[src/vn_pkg.sv]
// shared types for the vector normalizer
// the cell modules and the top level import this package
package vn_pkg;

  localparam int unsigned SqrtCells = 32;
  localparam int unsigned DivCells = 31;

  typedef struct packed {
    logic [2:0]  neg;
    logic [31:0] ax;
    logic [31:0] ay;
    logic [31:0] az;
  } vn_pay_t;

  typedef struct packed {
    logic [31:0] rem;
    logic [30:0] dvd;
    logic [30:0] q;
  } vn_lane_t;

  typedef struct packed {
    logic [2:0]  neg;
    logic [31:0] mag;
    vn_lane_t    lx;
    vn_lane_t    ly;
    vn_lane_t    lz;
  } vn_div_t;

endpackage

[src/vn_div_cell.sv]
// one restoring division step for all three components, one quotient bit each
// depends on vn_pkg
module vn_div_cell import vn_pkg::*; (
  input  logic    clk,
  input  logic    rst_n,
  input  logic    en,
  input  logic    vld_i,
  input  vn_div_t dat_i,
  output logic    vld_o,
  output vn_div_t dat_o
);

  function automatic vn_lane_t step(vn_lane_t l, logic [31:0] d);
    logic [32:0] sh;
    logic        ge;
    vn_lane_t    r;
    sh    = {l.rem, l.dvd[30]};
    ge    = sh >= {1'b0, d};
    r.rem = ge ? 32'(sh - {1'b0, d}) : sh[31:0];
    r.dvd = {l.dvd[29:0], 1'b0};
    r.q   = {l.q[29:0], ge};
    return r;
  endfunction

  logic    vld_r;
  vn_div_t dat_r, dat_nxt;

  always_comb begin
    dat_nxt     = dat_i;
    dat_nxt.lx  = step(dat_i.lx, dat_i.mag);
    dat_nxt.ly  = step(dat_i.ly, dat_i.mag);
    dat_nxt.lz  = step(dat_i.lz, dat_i.mag);
  end

  always_ff @(posedge clk) begin
    if (!rst_n) begin
      vld_r <= 1'b0;
    end else if (en) begin
      vld_r <= vld_i;
    end
    if (en) begin
      dat_r <= dat_nxt;
    end
  end

  assign vld_o = vld_r;
  assign dat_o = dat_r;

endmodule

[config.mk]
export PLATFORM = sky130hd
export DESIGN_NAME = vn_div_cell
export DESIGN_NICKNAME = d
export VERILOG_FILES = /design/src/vn_pkg.sv /design/src/vn_div_cell.sv
export SDC_FILE = /design/constraint.sdc
export NUM_CORES = 1
export LEC_CHECK = 0
export BUFFER_PORTS_ARGS = -buffer_cell sky130_fd_sc_hd__buf_2
export CORE_AREA = 2 2 250 252
export DETAILED_ROUTE_END_ITERATION = 10
export DIE_AREA = 0 0 252 254
export PLACE_DENSITY = 0.5
export SLEW_MARGIN = 10
export SYNTH_ARGS = -nofsm -noshare
export SYNTH_HDL_FRONTEND = slang
export SYNTH_SLANG_ARGS = --single-unit
[constraint.sdc]
create_clock -name clk -period 2.8 [get_ports clk]
set_input_delay 0.56 -clock clk [delete_from_list [all_inputs] [get_ports clk]]
set_output_delay 0.56 -clock clk [all_outputs]
set_load 0.005 [all_outputs]
## After elaboration in Yosys (flattened, before gate mapping)

Cells that the tools add are included.

- Multiply operators: 0
- Eq/ne operators: 0
- $add $sub $neg: 3
- Order comparisons: 3
- Shifts and indexed selects: 0
- Bitwise operators: 0
- Divide/modulo/power cells: 0
- Reduce and logical (&&, ||, !) cells: 0
- Multiplexer cells: 3

Operator list:

| kind | number |
|---|---|
| $ge 33x32->1 | 3 |
| $mux 32 | 3 |
| $sub 32x32->32 | 3 |

- RAM bits: 0
- Memories: 0
- Register bits: 315
- ROM bits: 0
- Bits of input ports: 321
- Latch bits: 0
- Output and inout port bits: 318
- Word-level logic and storage cells: 21

## Depth between registers and ports, before layout

- Depth in word-level cells: 2
- Gate-level depth with buffers: 13
- Mapped depth without buffers: 11

## Least setup slack after synthesis

Ideal clock, no wire load.

- Path kind: input to register
- Start: in dat_i[285] (netlist name)
- End: reg dat_r (netlist bit dat_o[72]), data pin
- Cell stages on the path: 11
- Path buffers: 1
- Data required time: 2.540 ns
- Slack: -0.216 ns
- Setup time: 0.260 ns
- Arrival time: 2.756 ns
- Cells stage by stage: inv_1 > ha_1 > and3_1 > o21a_1 > o31a_1 > o31a_1 > a21bo_1 > o41ai_2 > inv_2 > buf_6 > mux2_4

RTL lines:

| what | line | RTL |
|---|---|---|
| start: declaration | vn_div_cell.sv:8 | `input vn_div_t dat_i,` |
| end signal: assignment | vn_div_cell.sv:42 | `dat_r <= dat_nxt;` |
| end: declaration | vn_div_cell.sv:26 | `vn_div_t dat_r, dat_nxt;` |

==> impl_metrics.yaml <==
flow_run:
  cap_viol_max_count: 0
sta:
  hold_viol: 0
  fin_crit_ns: 2.71
  fin_ws_ns: 0.0940
  rsz0062_at_grt: "false"
  final.period_utilization_pct: 96.6
  slew_violations: 0
  worst_slew_pin_slew_ns: 0.541
  timing.setup.tns_ns: 0
  skew_ns: 0
  fmax_ghz: 0.370
  finalSetupViolCount: 0
  maxSlewHeadroom_pct: 63.9
  holdWs_ns: 0.163
layout:
  postLayoutCellArea_um2: 24900
  nets: 2799
  drive_above_1_share_pct: 47.7
  syn2layout_area_growth_pct: 53.5
  final_core_util_pct: 40.7
  final_common_cell: "buf_2"
  layout_common_cells: "630 x buf_2, 364 x buf_4, 314 x edfxtp_1"
  fill_cells: 6047
grt:
  grt_pass1_wl_um: 101000
  globalRouteOverflowTotal: 0
  grt_max_degree: 54
  grt_use_total_pct: 21.9
  grt_antenna_before_repair: 29
  grt_pass1_vias: 15000
clock_network:
  path_clk_slew_ns: 0.06
  clock_sinks: 315
  htree_levels: 2
  cts_tree: "done"
  cts-root-buf: "clkbuf_16"
  cts.path.max_buffers: 3
  cts-buffers-inserted: 41
  ctsHoldBuffers: 0
  clock_latency_ns: 0.56
placement:
  finalWeightedCongestion: 0.952
  place_ws_ns: -0.675
  dp_hpwl_um: 61000
  dpl_cell_area_um2: 23300
  port_buffers: 632
floorplan:
  die_area_um2: 64000
  start_util_pct: 26.5
  rows: 91
  fp.dieH_um: 254
  io_pins: 639
  die_w_um: 252
  fp.coreArea_um2: 61300
synthesis:
  async_reset_ff_share_pct: 0
  synth_ff_type: "edfxtp_1"
  yosysTopAreaCell: "edfxtp_1"
  synth-seq-cells: 315
  yosysWarnings: 0
  syn_area_um2: 16200
  synth_cell_types: 76
  synth_edf_count: 314
  syn_avg_cell_area_um2: 11.8
  netlist_instances: 1378
  netlist_top_cells_area: "edfxtp_1 58%, ha_1 7.4%, a21oi_1 3.9%, o21ai_0 3.0%, nor2_1 2.5%"
  ys_seq_area_share_pct: 58.2
  synth_top_area_share_pct: 58.1
detailed_routing:
  drtIter0Drc: 879
  route.vias.total: 15100
  wl_per_cell_um: 22.9
  drt_pass1_iterations: 5
  final_antenna_net_count: 0
  routed_via_density: 4.71
  drc: 0
  wl_um: 73400
worst_setup_path:
  worstPathMaxFanout: 19
  arrival_ns: 3.03
  critPathLaunchType: "primary input"
  worstPathRequired_ns: 3.13
  path_cells: "buf_2, inv_4, ha_4, and3_4, buf_4, nand4_1, nor4_1, a311o_1, o21bai_1, o41ai_4, buf_4, and2_1, a31o_2"
  cpMostUsedCell: "buf_4"
  worstSetupPathType: "in2reg"
  cp-end-kind: "flip-flop"
  slowest_delay_ns: 0.31
  critical_path.slowest_cell: "nor4_1"
pwr:
  ir_drop_mv: 0.487
  power.leakage_nw: 11.2
  power_density_nw_per_um2: 611
worst_hold_path:
  hold_class: "in2reg"
outcome:
  run_status: "finished clean"
cell families after synthesis:
family                   Yosys count  share of synthesized area (%)
AO/OA/AOI/OAI                    405                           15.8
AND/OR/NAND/NOR                  350                           9.99
flip-flops                       315                           58.2
buffers and inverters            121                           3.17
adder cells (fa/ha/maj)           99                           7.77
XOR/XNOR                          70                           3.78
multiplexers                      17                           1.26
other                              1                         0.0231
cells in the mapped netlist, drive strengths merged (3+ instances only):
library cell  number
edfxtp           314
a21oi            126
nor2             108
nand2            106
o21ai             99
ha                96
inv               67
a21o              44
xnor2             39
xor2              31
clkbuf            30
buf               24
nand4             23
nand3             22
nor3              20
a31oi             17
o21a              17
nor2b             14
o31ai             14
mux2              13
o21bai            13
nand2b            12
and3              10
o31a               8
a41oi              7
and2               7
a211oi             6
nor4               6
or2                6
a21boi             5
o211ai             5
or3                5
a31o               4
mux2i              4
nand3b             4
a211o              3
a221oi             3
a311o              3
fa                 3
nor3b              3
o2111ai            3
o22ai              3
o41ai              3
worst paths after layout:
check | startpoint | depth (start not counted) | end | slack [ns]
min | dat_i[238] | 1 | dat_o[239] | 0.16
max reg2reg | vld_o | 2 | vld_o | 2.21
min reg2reg | vld_o | 2 | vld_o | 0.53
max | dat_i[286] | 13 | dat_o[90] | 0.09
repair_timing:
| action | in CTS | in global routing |
|---|---|---|
| gates resized for setup | 1 | 31 |
| endpoints found under the hold margin | 0 | 0 |
| buffers inserted | 1 | 1 |
| pin swaps | 1 | 11 |
| setup endpoints to repair | 11 | 47 |
layer usage:
| metal | vias to the layer above | part of all wire, % | global-route usage, % |
|---|---|---|---|
| met5 | - | 0.25 | 0 |
| met1 | 7222 | 39 | 25.7 |
| met3 | 101 | 7.5 | 5.97 |
| li1 | 7223 | - | - |
| met4 | 28 | 1.8 | 4.55 |
| met2 | 538 | 51 | 39.9 |
critical path, delay by kind of cell:
kind | cells | cell delay [ns]
adders and majority gates | 1 | 0.27
AOI/OAI and AO/OA | 4 | 0.83
and+or+nand+nor | 4 | 0.76
buffers and inverters | 4 | 0.59
cell type report:
type / instances / area [um^2] / area share (%)
clock buffers: 54 / 1120 / 4.48
inverters: 67 / 282 / 1.13
flip-flops and latches: 315 / 9450 / 37.9
repair buffers: 1010 / 6170 / 24.8
clock inverters: 22 / 305 / 1.22
multi-input cells: 944 / 6600 / 26.5
well taps: 790 / 988 / 3.97
diodes: 7 / 17.5 / 0.0703
per-stage QoR:
stage | cells | power, mW
after floorplan | 1380 | 7.53
after global routing | 3204 | 15.9
after global placement | 3124 | 9.67
final | 3209 | 15.2
after detailed placement | 3124 | 9.69
after CTS | 3201 | 15.4
sequential cells by signal (all words and copies together), names as in the netlist:
register and flops:
vld_o 1, dat_o 314
where the power goes:
| part | total [mW] | internal [mW] | leakage, nW | switching (mW) |
|---|---|---|---|---|
| Clock | 5.60 | 3.40 | 0.687 | 2.21 |
| Sequential | 5.97 | 5.80 | 3.08 | 0.168 |
| Combinational | 3.65 | 1.76 | 7.45 | 1.90 |
(Power assumes the default switching activity.)
