## config.mk

```make
export PLATFORM = sky130hd
export DESIGN_NAME = vn_sqrt_cell
export DESIGN_NICKNAME = d
export VERILOG_FILES = /design/src/vn_pkg.sv /design/src/vn_sqrt_cell.sv
export SDC_FILE = /design/constraint.sdc
export NUM_CORES = 1
export LEC_CHECK = 0
export BUFFER_PORTS_ARGS = -buffer_cell sky130_fd_sc_hd__buf_4
export CAP_MARGIN = 0
export CORE_AREA = 2 2 180 182
export CTS_BUF_LIST = sky130_fd_sc_hd__clkbuf_8
export DETAILED_ROUTE_END_ITERATION = 8
export DIE_AREA = 0 0 182 184
export HOLD_SLACK_MARGIN = 0.02
export PLACE_DENSITY = 0.52
export REMOVE_ABC_BUFFERS = 1
export SLEW_MARGIN = 20
export SYNTH_ARGS = -nofsm -noshare
export SYNTH_HDL_FRONTEND = slang
export SYNTH_SLANG_ARGS = --single-unit
```

## constraint.sdc

```tcl
create_clock -name clk -period 3.67 [get_ports clk]
set_input_delay 0.734 -clock clk [delete_from_list [all_inputs] [get_ports clk]]
set_output_delay 0.734 -clock clk [all_outputs]
set_load 0.005 [all_outputs]
```

## src/vn_pkg.sv

```systemverilog
// shared types for the vector normalizer
// the cell modules and the top level import this package
package vn_pkg;

  localparam int unsigned SqrtCells = 32;
  localparam int unsigned DivCells = 31;

  typedef struct packed {
    logic [2:0]  neg;
    logic [31:0] ax;
    logic [31:0] ay;
    logic [31:0] az;
  } vn_pay_t;

  typedef struct packed {
    logic [31:0] rem;
    logic [30:0] dvd;
    logic [30:0] q;
  } vn_lane_t;

  typedef struct packed {
    logic [2:0]  neg;
    logic [31:0] mag;
    vn_lane_t    lx;
    vn_lane_t    ly;
    vn_lane_t    lz;
  } vn_div_t;

endpackage

```

## src/vn_sqrt_cell.sv

```systemverilog
// one step of the bit-serial square root: takes two radicand bits, gives one root bit
// depends on vn_pkg
module vn_sqrt_cell import vn_pkg::*; (
  input  logic        clk,
  input  logic        rst_n,
  input  logic        en,
  input  logic        vld_i,
  input  logic [63:0] rad_i,
  input  logic [33:0] rem_i,
  input  logic [31:0] root_i,
  input  vn_pay_t     pay_i,
  output logic        vld_o,
  output logic [63:0] rad_o,
  output logic [33:0] rem_o,
  output logic [31:0] root_o,
  output vn_pay_t     pay_o
);

  logic [35:0] rem_sh;
  logic [35:0] trial;
  logic        ge;
  logic        vld_r;
  logic [63:0] rad_r;
  logic [33:0] rem_r, rem_nxt;
  logic [31:0] root_r;
  vn_pay_t     pay_r;

  always_comb begin
    rem_sh  = {rem_i, rad_i[63:62]};
    trial   = {2'b00, root_i, 2'b01};
    ge      = rem_sh >= trial;
    rem_nxt = ge ? 34'(rem_sh - trial) : rem_sh[33:0];
  end

  always_ff @(posedge clk) begin
    if (!rst_n) begin
      vld_r <= 1'b0;
    end else if (en) begin
      vld_r <= vld_i;
    end
    if (en) begin
      rad_r  <= {rad_i[61:0], 2'b00};
      rem_r  <= rem_nxt;
      root_r <= {root_i[30:0], ge};
      pay_r  <= pay_i;
    end
  end

  assign vld_o  = vld_r;
  assign rad_o  = rad_r;
  assign rem_o  = rem_r;
  assign root_o = root_r;
  assign pay_o  = pay_r;

endmodule

```

# Yosys cells after proc, flatten, opt, wreduce, memory -nomap -nowiden
# Cells that the tools add are included.
[totals]
in_bits = 233
out_inout_bits = 230
reg_bits = 228
[classes]
order_cmp = 1
addsub = 1
muxes = 1
[op_table]
columns = ["op", "n"]
rows = [
  ["$ge 36x34->1", 1],
  ["$mux 34", 1],
  ["$sub 34x34->34", 1],
]

# Depth between registers and ports, before layout
# Gate-level depths: netlist of the first run.
[depth]
depth_word = 2
mapped_depth = 13

# Worst setup path before layout of the first run
# OpenSTA, ideal clock, no wires.
[synth_timing]
path_type = "input -> register"
startpoint = "input root_i[27]"
endpoint = "register rem_r[3], in the netlist rem_o[3], data pin"
path_buffers = 1
required_time_ps = 3408
slack_ps = 570
setup_ps = 262
arrival_ps = 2838
stages = 10
cell_sequence = "inv_1 ha_1 a21o_1 a21o_1 a21o_1 a311o_1 a211oi_1 o21a_1 buf_4 mux2_1"
[synth_between]
elab_chain_len = 2
[synth_lines]
columns = ["item", "line_no", "rtl"]
rows = [
  ["start: declaration", "vn_sqrt_cell.sv:10", "input logic [31:0] root_i,"],
  ["$ge 36x34->1", "vn_sqrt_cell.sv:31", "ge = rem_sh >= trial;"],
  ["$mux 34", "vn_sqrt_cell.sv:32", "rem_nxt = ge ? 34'(rem_sh - trial) : rem_sh[33:0];"],
  ["named net rem_nxt[3]", "vn_sqrt_cell.sv:24", "logic [33:0] rem_r, rem_nxt;"],
  ["end signal: assignment", "vn_sqrt_cell.sv:43", "rem_r <= rem_nxt;"],
  ["end: declaration", "vn_sqrt_cell.sv:24", ""],
]
# The timed path passes the listed nets, and every way through them passes these cells.
# A chain may end at the register's enable or synchronous reset.

# Worst setup path in the final report of the first run
[layout_timing]
startpoint = "input rem_i[7]"
endpoint = "register rem_r[13], in the netlist rem_o[13], data pin"
[layout_between]
elab_chain_len = 2
[layout_lines]
columns = ["item", "line_no", "rtl"]
rows = [
  ["start: declaration", "vn_sqrt_cell.sv:9", "input logic [33:0] rem_i,"],
  ["$sub 34x34->34 / $ge 36x34->1 (equally long branches)", "vn_sqrt_cell.sv:32, vn_sqrt_cell.sv:31", ""],
  ["$mux 34 (*)", "vn_sqrt_cell.sv:32", ""],
  ["named net rem_nxt[13]", "vn_sqrt_cell.sv:24", ""],
]
# Mark *: on every way through the listed nets, which the timed path passes. The rest lies on a longest branch.

==> out/metrics.csv, run 1 <==
metric,value,unit
dieHeight,184,um
cts_tree,yes,
seq_area_frac_synth,74.1,%
synth_xor_area_share,2.66,%
grt_util_met2,30.7,%
vias,6839,
synth_top_cell_area_share,73.9,%
wl,30300,um
cts_num_sinks,228,
async_reset_ff_share,0,%
hpwl,23700,um
slowest_delay,0.45,ns
intPower,4.93,mW
maxSlewViolCount,0,
post-route-min-period,2.88,ns
gp_congestion,0.825,
cp-startpoint,rem_i[7],
relSlewSlack,63.4,%
drt_iter0_markers,390,
clock_latency,0.52,ns
yosysMostFrequentCell,edfxtp_1,
synth.top_cells.by_count,"227 x edfxtp_1, 48 x nand2_1, 41 x inv_1, 34 x ha_1, 31 x o21ai_1",
critPathMostFrequentCell,buf_4,
p_sw_share,25.0,%
io_buffers,460,
total_power,6.57,mW
yosys.area_share.simple,5.98,%
num_rows,65,
hold_violations,0,
first_pass_iters,5,
status,completed,
synth-adder-area-share,4.61,%
yosys-top-cells-area,"edfxtp_1 74%, ha_1 4.6%, nand2_1 2.0%",
wl_per_cell,19.7,um
netlist_area,9230,um2
seqPwrFrac,49.0,%
viasPerCell,4.45,
die_x,182,um
hold_path_class,in2reg,
peakVddDrop,0.000226,V
rsz0062_at_grt,no,
end_kind,flip-flop,
max_freq,347,MHz
p_per_area,468,nW/um2
synth_edf_count,227,
synth-seq-cells,228,
path_delay_family,compound AO/OA/AOI/OAI gates,
h-tree-depth,2,
finalSetupViolations,0,
dp.cells,1459,
cp_max_fo,23,
syn_inst,596,
syn_avg_cell_area,15.5,um2
cts_made_buffers,42,
antenna_left,0,
hp-start,pay_i[23],
holdBufCountCts,0,
groute.layer.met3.usage,6.22,%
p_leak,6.18,nW
grt_max_degree,71,
area_growth,51.9,%
synth_top_family_by_area,compound AO/OA/AOI/OAI gates,
synthMuxAreaShare,0.800,%
drv_cap,0,
worstPathCellList,buf_4 > ha_1 > a21o_1 > o41ai_1 > o211ai_1 > a211oi_1 > o21a_2 > buf_4 > o21ai_1,
grt_pass1_wl,43000,um
top_usage_layer,met2,
ioPinCount,463,
final_nets,1368,
yosysTopAreaCell,edfxtp_1,
critPathKind,in2reg,
gr-total-overflow,0,
root_buffer,clkbuf_8,
clk_path_buf_depth,3,
cts_setup_buffers,0,
p_clk_share,33.8,%
required,3.95,ns
p_switching,1.64,mW
design.core.area,31400,um2
drive_above_1_share,47.2,%
finClkSkew,0,ns
start_util,29.4,%
grt_pass1_vias,6910,
synth_compound_area_share,9.35,%
grt_antenna_before_repair,1,
yosysWarnings,0,
ys_dominant_reg_cell,edfxtp_1,
critPathArrivalTime,3.16,ns
cp-start-kind,input port,
rr_startpoint,vld_o,
combPwrFrac,17.2,%
tightest_slew,0.549,ns
final_cell_count_no_fill,1536,
clk_pin_slew,0.06,ns
n_fill_cell,2949,
cp.buffers_inverters,2,
drc,0,
critPathSlowestCell,o41ai_1,
met1_usage,18.6,%
grt_usage,17.1,%
period_share,78.5,%
synth.distinct_cells,58,
cts-resized-gates,0,
dieArea,33500,um2
diodes,0,
sequential cells by signal, indices dropped and copies added, names as in the netlist:
register,count
rad_o,62
rem_o,34
root_o,32
pay_o,99
vld_o,1
power groups by stage:
| stage | sequential, mW | clock (mW) | combinational (mW) |
|---|---|---|---|
| floorplan | 3.30 | 0 | 0.342 |
| global placement | 3.26 | 0 | 1.15 |
| detailed placement | 3.27 | 0 | 1.15 |
| CTS | 3.22 | 2.31 | 1.15 |
| global route | 3.23 | 2.43 | 1.23 |
| finish | 3.21 | 2.22 | 1.13 |
metrics by stage:
stage | hold slack (ns) | setup WS, ns | util, % | TNS, ns | area (um2)
after floorplan | 0.507 | -0.293 | - | -1.62 | 9160
after global placement | 0.509 | 0.243 | 42.2 | 0 | 13300
after detailed placement | 0.521 | 0.198 | 42.2 | 0 | 13300
after CTS | 0.316 | 0.780 | 44.7 | 0 | 14000
after global routing | 0.325 | 0.634 | 44.7 | 0 | 14000
final | 0.372 | 0.791 | 44.7 | 0 | 14000
cell families after synthesis:
logic type / after synthesis
adders and majority gates: 34
and+or+nand+nor: 113
AOI/OAI and AO/OA: 129
xor gates and xnor gates: 28
muxes: 7
DFF: 228
buffers and inverters: 56
other: 1
metal layers:
layer | part of all wire (%) | routed length, um
met5 | 0.043 | 13
met4 | 2.9 | 874
met3 | 9.0 | 2720
met2 | 52 | 15700
met1 | 36 | 11000
worst paths after layout:
| check | to | slack (ns) | depth (start not counted) |
|---|---|---|---|
| setup / recovery | rem_o[13] | 0.79 | 9 |
| hold reg to reg | vld_o | 0.53 | 2 |
| hold / removal | pay_o[23] | 0.37 | 1 |
| setup reg to reg | vld_o | 3.08 | 2 |
layout make-up:
type / count / area (um2) / share of cell area (%)
Multi-Input combinational cell: 313 / 2170 / 15.5
Timing Repair Buffer: 474 / 3590 / 25.6
Sequential cell: 228 / 6840 / 48.8
Clock buffer: 43 / 592 / 4.22
Clock inverter: 34 / 170 / 1.21
Tap cell: 402 / 503 / 3.59
Inverter: 42 / 158 / 1.12
cell usage in the layout (no fill, tap or decap), types with 8 or more instances in the layout:
master / netlist / final
a21o_1: 21 / 21
a21oi_1: 26 / 26
and3_1: 9 / 9
buf_4: 3 / 471
clkbuf_8: 0 / 43
edfxtp_1: 227 / 227
ha_1: 34 / 34
inv_1: 41 / 62
nand2_1: 48 / 48
nor2_1: 14 / 14
nor3_1: 8 / 8
o21ai_0: 12 / 12
o21ai_1: 31 / 31
xnor2_1: 12 / 12
xor2_1: 16 / 16
Note: power is estimated with default switching activity, not from simulation.
==> run 2, diff against run 1 <==
==> constraint.sdc (replaced) <==
create_clock -name clk -period 2.95 [get_ports clk]
set_input_delay 0.59 -clock clk [delete_from_list [all_inputs] [get_ports clk]]
set_output_delay 0.59 -clock clk [all_outputs]
set_load 0.005 [all_outputs]
==> out/metrics.csv, run 2 (same netlist as run 1, synthesis figures left out) <==
metric,value,unit
drive_above_1_share,50.6,%
area_growth,57.0,%
cp-start-kind,input port,
ff2ff_path_depth,2,
worstPathCellList,buf_4 > ha_1 > a21o_1 > o41ai_1 > buf_4 > o211ai_1 > a211oi_1 > o21a_2 > buf_4 > o21ai_1,
max_freq,378,MHz
critPathArrivalTime,2.92,ns
cts_tree,yes,
diodes,0,
num_rows,65,
finClkSkew,0,ns
finalSetupViolations,0,
maxSlewViolCount,0,
multiInputGateArea,2170,um2
h-tree-depth,2,
end_kind,flip-flop,
antenna_left,0,
slowest_delay,0.36,ns
dieArea,33500,um2
grt_usage,17.2,%
hold_path_class,in2reg,
ioPinCount,463,
drc,0,
critPathSlowestCell,o41ai_1,
root_buffer,clkbuf_8,
final_nets,1439,
holdBufCountCts,0,
p_leak,6.46,nW
start_util,29.4,%
grt_antenna_before_repair,1,
seqCellArea,6840,um2
design.core.area,31400,um2
clk_pin_slew,0.06,ns
wl_per_cell,19.1,um
critPathMostFrequentCell,buf_4,
cts_num_sinks,228,
cp_max_fo,24,
grt_pass1_vias,7105,
hold_violations,0,
critPathKind,in2reg,
hold_path_depth,1,
viasPerCell,4.43,
cts-resized-gates,0,
grt_max_degree,71,
n_fill_cell,2942,
cts_made_buffers,41,
dieHeight,184,um
required,3.23,ns
relSlewSlack,61.6,%
largest_reg_flops,99,
grt_pass1_wl,43800,um
post-route-min-period,2.65,ns
gr-total-overflow,0,
final_cell_count_no_fill,1598,
drt_iter0_markers,328,
final_area,14500,um2
cts_setup_buffers,0,
final_cell_mix,"543 x buf_4, 227 x edfxtp_1, 51 x inv_1",
p_per_area,561,nW/um2
holdWs,0.227,ns
period_share,89.8,%
first_pass_iters,4,
status,completed,
dp.cells,1531,
io_buffers,460,
peakVddDrop,0.000288,V
hpwl,24300,um
gp_congestion,0.818,
die_x,182,um
rsz0062_at_grt,no,
wl,30600,um
post_dp_cell_area,13800,um2
drv_cap,0,
clock_latency,0.52,ns
vias,7082,
clk_path_buf_depth,3,
final_common_cell,buf_4,
tightest_slew,0.575,ns
## run 2: per-stage QoR
step                util [%]  power [mW]  TNS (ns)  setup WS [ns]
finish                  46.1        8.12         0          0.302
global route            46.1        8.54         0          0.109
CTS                     46.1        8.27         0          0.264
detailed placement      43.9        5.61     -7.98         -0.303
global placement        43.9        5.60     -7.54         -0.329
floorplan                  -        4.53    -21.75         -0.869
## run 2: critical path, delay by kind of cell
kind            cells  cell delay (ns)
buf+inv             3             0.59
compound gates      6             1.39
fa+ha+maj           1             0.34
## run 2: routing by layer
| layer | share of wire (%) | GRT usage (%) | vias up |
|---|---|---|---|
| met4 | 2.0 | 4.48 | 2 |
| met2 | 52 | 31.4 | 257 |
| met5 | 0.039 | 0 | - |
| met3 | 7.9 | 5.71 | 47 |
| li1 | - | - | 3401 |
| met1 | 38 | 19.3 | 3375 |
## run 2: final timing paths
kind | startpoint | to | slack [ns]
max | rem_i[7] | rem_o[18] | 0.30
max reg2reg | vld_o | vld_o | 2.35
min reg2reg | vld_o | vld_o | 0.53
min | pay_i[13] | pay_o[13] | 0.23
## run 2: cell type report
| type | count | share of cell area [%] |
|---|---|---|
| Timing Repair Buffer | 546 | 28.5 |
| Multi-Input combinational cell | 313 | 15.0 |
| Inverter | 42 | 1.09 |
| Sequential cell | 228 | 47.2 |
| Clock inverter | 25 | 0.777 |
| Clock buffer | 42 | 3.99 |
| Tap cell | 402 | 3.47 |
## run 2: power by group
group          internal, mW  total (mW)  switching (mW)
combinational         0.858        1.52           0.661
sequential             3.92        4.00          0.0831
clock                  1.32        2.60            1.29
==> run 3, diff against run 2 <==
--- a/config.mk
+++ b/config.mk
@@ -13,7 +13,6 @@
 export DIE_AREA = 0 0 182 184
 export HOLD_SLACK_MARGIN = 0.02
 export PLACE_DENSITY = 0.52
-export REMOVE_ABC_BUFFERS = 1
 export SLEW_MARGIN = 20
 export SYNTH_ARGS = -nofsm -noshare
 export SYNTH_HDL_FRONTEND = slang
==> out/metrics.csv, run 3 (same netlist as run 1, synthesis figures left out) <==
metric,value,unit
status,completed,
final_cell_mix,"543 x buf_4, 227 x edfxtp_1, 56 x inv_1",
num_rows,65,
antenna_left,0,
regToRegSetupSlack,2.36,ns
cts_tree,yes,
dieHeight,184,um
grt_usage,17.7,%
slowest_delay,0.43,ns
dieArea,33500,um2
grt_pass1_vias,7217,
cts_setup_buffers,0,
ff2ff_path_depth,2,
hold_violations,0,
area_growth,59.8,%
critPathArrivalTime,2.99,ns
pre_cts_ws,-0.349,ns
h-tree-depth,2,
die_x,182,um
clk_pin_slew,0.06,ns
io_buffers,460,
wl,31000,um
critPathSlowestCell,o41ai_1,
rsz0062_at_grt,no,
critPathKind,in2reg,
grt_antenna_before_repair,1,
hold_path_depth,1,
grt_max_degree,78,
hold_path_class,in2reg,
critPathMostFrequentCell,buf_4,
drc,0,
start_util,29.4,%
holdWs,0.221,ns
max_freq,370,MHz
drt_iter0_markers,299,
design.core.area,31400,um2
post-route-min-period,2.71,ns
dp.cells,1535,
finClkSkew,0,ns
drv_cap,0,
rr_startpoint,vld_o,
tightest_slew,0.642,ns
cts_made_buffers,42,
final_cell_count_no_fill,1613,
final_common_cell,buf_4,
worstPathCellList,buf_4 > inv_1 > ha_1 > buf_4 > nand4_1 > or2_1 > nor3_1 > buf_4 > a311o_1 > a211oi_1 > o21a_2 > buf_12 > o41ai_1,
maxSlewViolCount,0,
relSlewSlack,57.2,%
p_per_area,588,nW/um2
viasPerCell,4.41,
rr_endpoint,vld_o,
gr-total-overflow,0,
finalSetupViolations,0,
hold_end,rad_o[13],
wl_per_cell,19.2,um
first_pass_iters,4,
largest_reg_flops,99,
peakVddDrop,0.000293,V
hp-start,rad_i[11],
holdBufCountCts,0,
gp_congestion,0.824,
ioPinCount,463,
n_fill_cell,2924,
clk_path_buf_depth,3,
cts-resized-gates,0,
hpwl,24600,um
required,3.24,ns
end_kind,flip-flop,
vias,7114,
period_share,91.7,%
cp_max_fo,8,
setup_slack,0.245,ns
grt_pass1_wl,44500,um
drive_above_1_share,50.6,%
final_nets,1444,
cts_num_sinks,228,
root_buffer,clkbuf_8,
clock_latency,0.52,ns
cp-start-kind,input port,
p_leak,6.59,nW
[run 3: report_power, final]
group / total, mW / switching, mW / internal (mW)
sequential: 4.00 / 0.0826 / 3.92
combinational: 1.55 / 0.674 / 0.873
clock: 3.13 / 1.33 / 1.80
total: 8.67 / 2.09 / 6.59
[run 3: routing by layer]
metal	part of all wire [%]	up-vias	routed length (um)	global-route usage (%)
li1	-	3422	-	-
met1	38	3371	11800	20.0
met2	51	274	16000	31.9
met3	8.7	47	2710	6.14
met4	1.9	0	597	4.26
met5	0	-	0	0
[run 3: cell type report]
class | count | area, um2 | area share (%)
antenna | 1 | 2.50 | 0.0170
multi-input combinational | 313 | 2170 | 14.7
inverter | 42 | 158 | 1.07
clock inverter | 34 | 273 | 1.85
timing repair buffer | 550 | 4210 | 28.6
sequential | 228 | 6840 | 46.4
clock buffer | 43 | 592 | 4.01
tap | 402 | 503 | 3.41
[run 3: through the flow]
| stage | setup TNS (ns) | power, mW | instance area (um2) | util, % |
|---|---|---|---|---|
| global route | 0 | 9.10 | 14700 | 47.0 |
| global placement | -3.94 | 5.62 | 13900 | 44.2 |
| floorplan | 0 | 4.53 | 9230 | - |
| detailed placement | -5.59 | 5.63 | 13900 | 44.2 |
| finish | 0 | 8.67 | 14700 | 47.0 |
| CTS | 0 | 8.83 | 14700 | 47.0 |
[run 3: critical path: cells and delay by family]
family | cells | cell delay, ns
and+or+nand+nor | 3 | 0.57
adders and majority gates | 1 | 0.37
buffers and inverters | 5 | 0.57
AOI/OAI and AO/OA | 4 | 0.90
[run 3: how the worst max path moves through the flow]
stage | from | to | slack (ns) | cells after the start
2_1_floorplan | root_i[3] | rem_o[26] | 0.006 | 10
3_3_place_gp | rem_i[9] | rem_o[33] | -0.23 | 12
3_5_place_dp | rem_i[9] | rem_o[33] | -0.35 | 12
4_1_cts | root_i[9] | rem_o[33] | 0.23 | 13
5_1_grt | root_i[9] | rem_o[33] | 0.05 | 13
6_report | root_i[9] | rem_o[33] | 0.24 | 13
